**config.mk**
```make
export PLATFORM = sky130hd
export DESIGN_NAME = wphac_ctrl
export DESIGN_NICKNAME = d
export VERILOG_FILES = /design/src/wphac_pkg.sv /design/src/wphac_ctrl.sv
export SDC_FILE = /design/constraint.sdc
export NUM_CORES = 1
export LEC_CHECK = 0
export ABC_AREA = 1
export BUFFER_PORTS_ARGS = -buffer_cell sky130_fd_sc_hd__buf_2
export CORE_AREA = 2 2 39 41
export CTS_CLUSTER_SIZE = 8
export DETAILED_ROUTE_END_ITERATION = 6
export DIE_AREA = 0 0 41 43
export PLACE_DENSITY = 0.66
export SETUP_SLACK_MARGIN = 0.2
export SKIP_CTS_REPAIR_TIMING = 1
export SLEW_MARGIN = 20
export SYNTH_ARGS = -nofsm -noshare
export SYNTH_HDL_FRONTEND = slang
export SYNTH_SLANG_ARGS = --single-unit
```
**constraint.sdc**
```tcl
create_clock -name clk -period 1.5 [get_ports clk]
set_clock_uncertainty 0.1 [all_clocks]
set_input_delay 0.075 -clock clk [delete_from_list [all_inputs] [get_ports clk]]
set_output_delay 0.075 -clock clk [all_outputs]
set_load 0.02 [all_outputs]
```
**src/wphac_pkg.sv**
```systemverilog
// wphac_pkg: shared constants, field widths and controller/datapath interface types
// for the watchpoint hit address counter; no dependencies
package wphac_pkg;

  // table geometry
  localparam int ENTRIES    = 1024;
  localparam int ADDR_BITS  = 64;
  localparam int COUNT_BITS = 32;
  localparam int IDX_W      = (ENTRIES > 1) ? $clog2(ENTRIES) : 1;
  localparam int FILL_W     = $clog2(ENTRIES + 1);

  // port field widths
  localparam int CMD_W      = 2;
  localparam int HADDR_W    = 64;
  localparam int RIDX_W     = 10;
  localparam int SLOT_W     = 10;
  localparam int ECOUNT_W   = 32;
  localparam int FILL_OUT_W = 11;
  localparam int TOTAL_W    = 32;

  // command codes
  localparam logic [CMD_W-1:0] CMD_RECORD = 2'd0;
  localparam logic [CMD_W-1:0] CMD_CLEAR  = 2'd1;
  localparam logic [CMD_W-1:0] CMD_READ   = 2'd2;

  // finishing operation issued by the controller
  typedef enum logic [2:0] {
    OP_NONE   = 3'd0,
    OP_HIT    = 3'd1,
    OP_MISS   = 3'd2,
    OP_READ   = 3'd3,
    OP_CLEAR  = 3'd4,
    OP_IGNORE = 3'd5
  } op_t;

  // controller to datapath
  typedef struct packed {
    logic load;
    logic scan;
    logic rd_req;
    op_t  op;
  } ctl_t;

  // datapath to controller
  typedef struct packed {
    logic match;
    logic exhausted;
  } sts_t;

endpackage

```
**src/wphac_ctrl.sv**
```systemverilog
// wphac_ctrl: command sequencer for the hit table (accept, scan, read, finish)
// depends on wphac_pkg
module wphac_ctrl (
  input  logic                           clk,
  input  logic                           rst_n,
  input  logic                           start,
  output logic                           busy,
  input  logic [wphac_pkg::CMD_W-1:0]    in_cmd,
  input  logic                           in_status_nonzero,
  input  wphac_pkg::sts_t                sts,
  output wphac_pkg::ctl_t                ctl
);
  import wphac_pkg::*;

  typedef enum logic [5:0] {
    S_IDLE   = 6'b000001,
    S_SCAN   = 6'b000010,
    S_RDREQ  = 6'b000100,
    S_RDRSP  = 6'b001000,
    S_CLEAR  = 6'b010000,
    S_IGNORE = 6'b100000
  } state_t;

  state_t state_r, state_nxt;

  // next state and datapath commands
  always_comb begin
    state_nxt  = state_r;
    ctl.load   = 1'b0;
    ctl.scan   = 1'b0;
    ctl.rd_req = 1'b0;
    ctl.op     = OP_NONE;
    case (state_r)
      S_IDLE: begin
        if (start) begin
          ctl.load = 1'b1;
          case (in_cmd)
            CMD_RECORD: state_nxt = in_status_nonzero ? S_SCAN : S_IGNORE;
            CMD_CLEAR:  state_nxt = S_CLEAR;
            CMD_READ:   state_nxt = S_RDREQ;
            default:    state_nxt = S_IGNORE;
          endcase
        end
      end
      S_SCAN: begin
        ctl.scan = 1'b1;
        if (sts.match) begin
          ctl.op    = OP_HIT;
          state_nxt = S_IDLE;
        end else if (sts.exhausted) begin
          ctl.op    = OP_MISS;
          state_nxt = S_IDLE;
        end
      end
      S_RDREQ: begin
        ctl.rd_req = 1'b1;
        state_nxt  = S_RDRSP;
      end
      S_RDRSP: begin
        ctl.op    = OP_READ;
        state_nxt = S_IDLE;
      end
      S_CLEAR: begin
        ctl.op    = OP_CLEAR;
        state_nxt = S_IDLE;
      end
      S_IGNORE: begin
        ctl.op    = OP_IGNORE;
        state_nxt = S_IDLE;
      end
      default: begin
        state_nxt = S_IDLE;
      end
    endcase
  end

  // state register
  always_ff @(posedge clk) begin
    if (!rst_n) begin
      state_r <= S_IDLE;
    end else begin
      state_r <= state_nxt;
    end
  end

  assign busy = (state_r != S_IDLE);

endmodule

```
==> impl_metrics.env <==
export IMPL_status="completed"
export IMPL_crit_buf_inv=1
export IMPL_reg2reg_to="state_r[4]"
export IMPL_grtUsageMet1=0.1558
export IMPL_route_detailed_wl_per_inst_um=10.49
export IMPL_antenna_found_initial=0
export IMPL_period_needed_ns=1.459
export IMPL_gr_total_overflow=0
export IMPL_root_buffer="clkbuf_4"
export IMPL_coreArea_um2=1384
export IMPL_r2r_start="state_r[4]"
export IMPL_first_pass_iters=5
export IMPL_cts_buffer_depth=2
export IMPL_syn_nets=69
export IMPL_track_usage=0.1370
export IMPL_final_core_util=0.4530
export IMPL_via_per_inst=4.786
export IMPL_cts_buffers=3
export IMPL_p_per_area_nw_per_um2=1094
export IMPL_slowest_delay_ns=0.33
export IMPL_period_share=0.9726
export IMPL_cts_tree="yes"
export IMPL_cts_num_sinks=6
export IMPL_drc=0
export IMPL_rr_worst_depth=6
export IMPL_path_cells="nor2_4, nand2_4, nor3_4, nand3b_1, nand2_1, buf_6"
export IMPL_finalWirelength_um=1028
export IMPL_slew_viol_final=0
export IMPL_startpoint_type="flop"
export IMPL_end_kind="output port"
export IMPL_crit_type="flop to output port"
export IMPL_rows=14
export IMPL_ant_nets=0
export IMPL_dp_cells=91
export IMPL_placed_area_um2=519.2
export IMPL_maxSlewHeadroom=0.8614
export IMPL_synth_area_um2=422.9
export IMPL_holdPathStages=4
export IMPL_htreeDepth=1
export IMPL_die_w_um=41
export IMPL_ys_types=17
export IMPL_leakage_uw=0.0003360
export IMPL_grt_max_degree=6
export IMPL_drive_above_1_share=0.4634
export IMPL_largest_reg_flops=6
export IMPL_avgSynthCellArea_um2=6.933
export IMPL_clock_latency_ns=0.25
export IMPL_ys_seq_area_frac=0.2840
export IMPL_fill_cells=143
export IMPL_busiest_layer="met2"
export IMPL_hold_path_class="input pin to flop"
export IMPL_rsz0062_at_grt="true"
export IMPL_drt_iter0_drc=8
export IMPL_reg_top3="state_r: 6 flops"
export IMPL_max_vdd_ir_drop_uv=470.9
export IMPL_synthCells=61
export IMPL_pin_count=15
export IMPL_start_util=0.3056
export IMPL_maxCapViolCount=0
export IMPL_setup_viol=0
export IMPL_nets=92
export IMPL_stdcell_count=98
export IMPL_hold_ws_ns=0.001924
export IMPL_num_vias=469
export IMPL_syn2layout_area_growth_pct=48.22
export IMPL_die_h_um=43
export IMPL_cp_max_fo=5
export IMPL_gp_congestion=0.8428
export IMPL_reg2reg_slack_ns=0.26
export IMPL_regMostFlops="state_r"
export IMPL_place_hpwl_um=750.2
export IMPL_grt_pass1_vias=421
export IMPL_grt_pass1_wl_um=1573
export IMPL_ys_ff_latch=6
export IMPL_worst_pin_slew_ns=0.2057
export IMPL_finalHoldViolations=0
export IMPL_fmax_mhz=685.4
export IMPL_grtUsageMet3=0.04712
export IMPL_crit_slowest_cell="dfxtp_2"
export IMPL_io_buffers=14
export IMPL_hold_end="state_r[2]"
export IMPL_ys_warn_count=0
export IMPL_cpLargestDelayFamily="simple AND/OR/NAND/NOR gates"
export IMPL_cp_required_ns=1.32
export IMPL_holdCritStartpoint="in_cmd[0]"
export IMPL_die_area_um2=1763
export IMPL_diodes=0
export IMPL_path_clk_slew_ns=0.05
export IMPL_met2_usage=0.2000
export IMPL_post_route_cell_area_um2=626.9
export IMPL_worstPathArrival_ns=1.28
## layer usage
metal,vias up,wire (um)
li1,238,-
met1,204,389
met2,20,533
met3,7,48
met4,0,57
met5,-,0
## cells in the mapped netlist (all sizes together)
cell type | n | share of area
inv | 12 | 0.11
nor3 | 4 | 0.059
nand3b | 1 | 0.018
nand4 | 4 | 0.059
o21ai | 1 | 0.012
nand3 | 7 | 0.083
nand2 | 11 | 0.14
nor2 | 14 | 0.22
a21oi | 1 | 0.012
dfxtp | 6 | 0.28
## layout make-up
type	count	area [um^2]	share of cell area
multi-input combinational	43	274.0	0.4371
timing repair buffer	18	136.4	0.2176
tap	16	20.02	0.03194
inverter	12	47.55	0.07585
sequential	6	126.4	0.2016
clock buffer	3	22.52	0.03593
## kinds of logic (layout without fill, tap and decap cells)
logic type,after synthesis,after routing,share of synthesized area
buffers and inverters,12,33,0.1124
DFF,6,6,0.2840
AOI/OAI and AO/OA,2,2,0.02365
and+or+nand+nor,41,41,0.5799
## tightest hold or removal path, stage by stage
cell and delay (ns):
buf_2 0.10, nor2_1 0.05, nand2_1 0.06, nor3_1 0.04
## cell usage in the layout (no fill, tap or decap)
master,synthesis,layout
inv_4,1,1
nand3_2,0,1
buf_2,0,8
nor2_8,1,1
nand2_4,2,2
nand3b_1,1,1
buf_4,0,4
nor3_1,3,3
nand4_1,4,4
nor2_2,1,1
clkbuf_4,0,3
inv_1,11,10
nor2_4,3,4
nand2_1,8,8
nor2_1,9,8
nand3_1,7,6
a21oi_1,1,1
buf_6,0,5
dlygate4sd3_1,0,1
nand2_2,1,1
nor3_4,0,1
dfxtp_2,0,5
dfxtp_1,6,1
o21ai_0,1,1
inv_2,0,1
## how the worst max path moves through the flow
| stage | endpoint | slack (ns) | cells after the start | start |
|---|---|---|---|---|
| 2_1_floorplan | ctl[1] | 0.21 | 5 | state_r[2] |
| 3_3_place_gp | state_r[0] | 0.22 | 4 | state_r[0] |
| 3_5_place_dp | state_r[0] | 0.21 | 4 | state_r[0] |
| 4_1_cts | ctl[3] | -0.05 | 4 | state_r[0] |
| 5_1_grt | ctl[1] | -0.08 | 6 | state_r[4] |
| 6_report | ctl[1] | 0.04 | 6 | state_r[4] |
## report_power, final
group,switching [uW],total (uW),internal [uW]
sequential,29.4,209,179
clock,62.5,153,90.8
combinational,178,324,146
total,269,686,416
## through the flow
stage / setup TNS, ns / total power (uW) / worst slack, ns
6_report: 0 / 685.6 / 0.04105
5_1_grt: -0.1251 / 728.9 / -0.07675
3_5_place_dp: 0 / 457.5 / 0.2141
2_1_floorplan: 0 / 400.7 / 0.2136
4_1_cts: -0.08969 / 610.8 / -0.05242
3_3_place_gp: 0 / 453.9 / 0.2172
No activity file was read; power rests on OpenSTA's default activity.
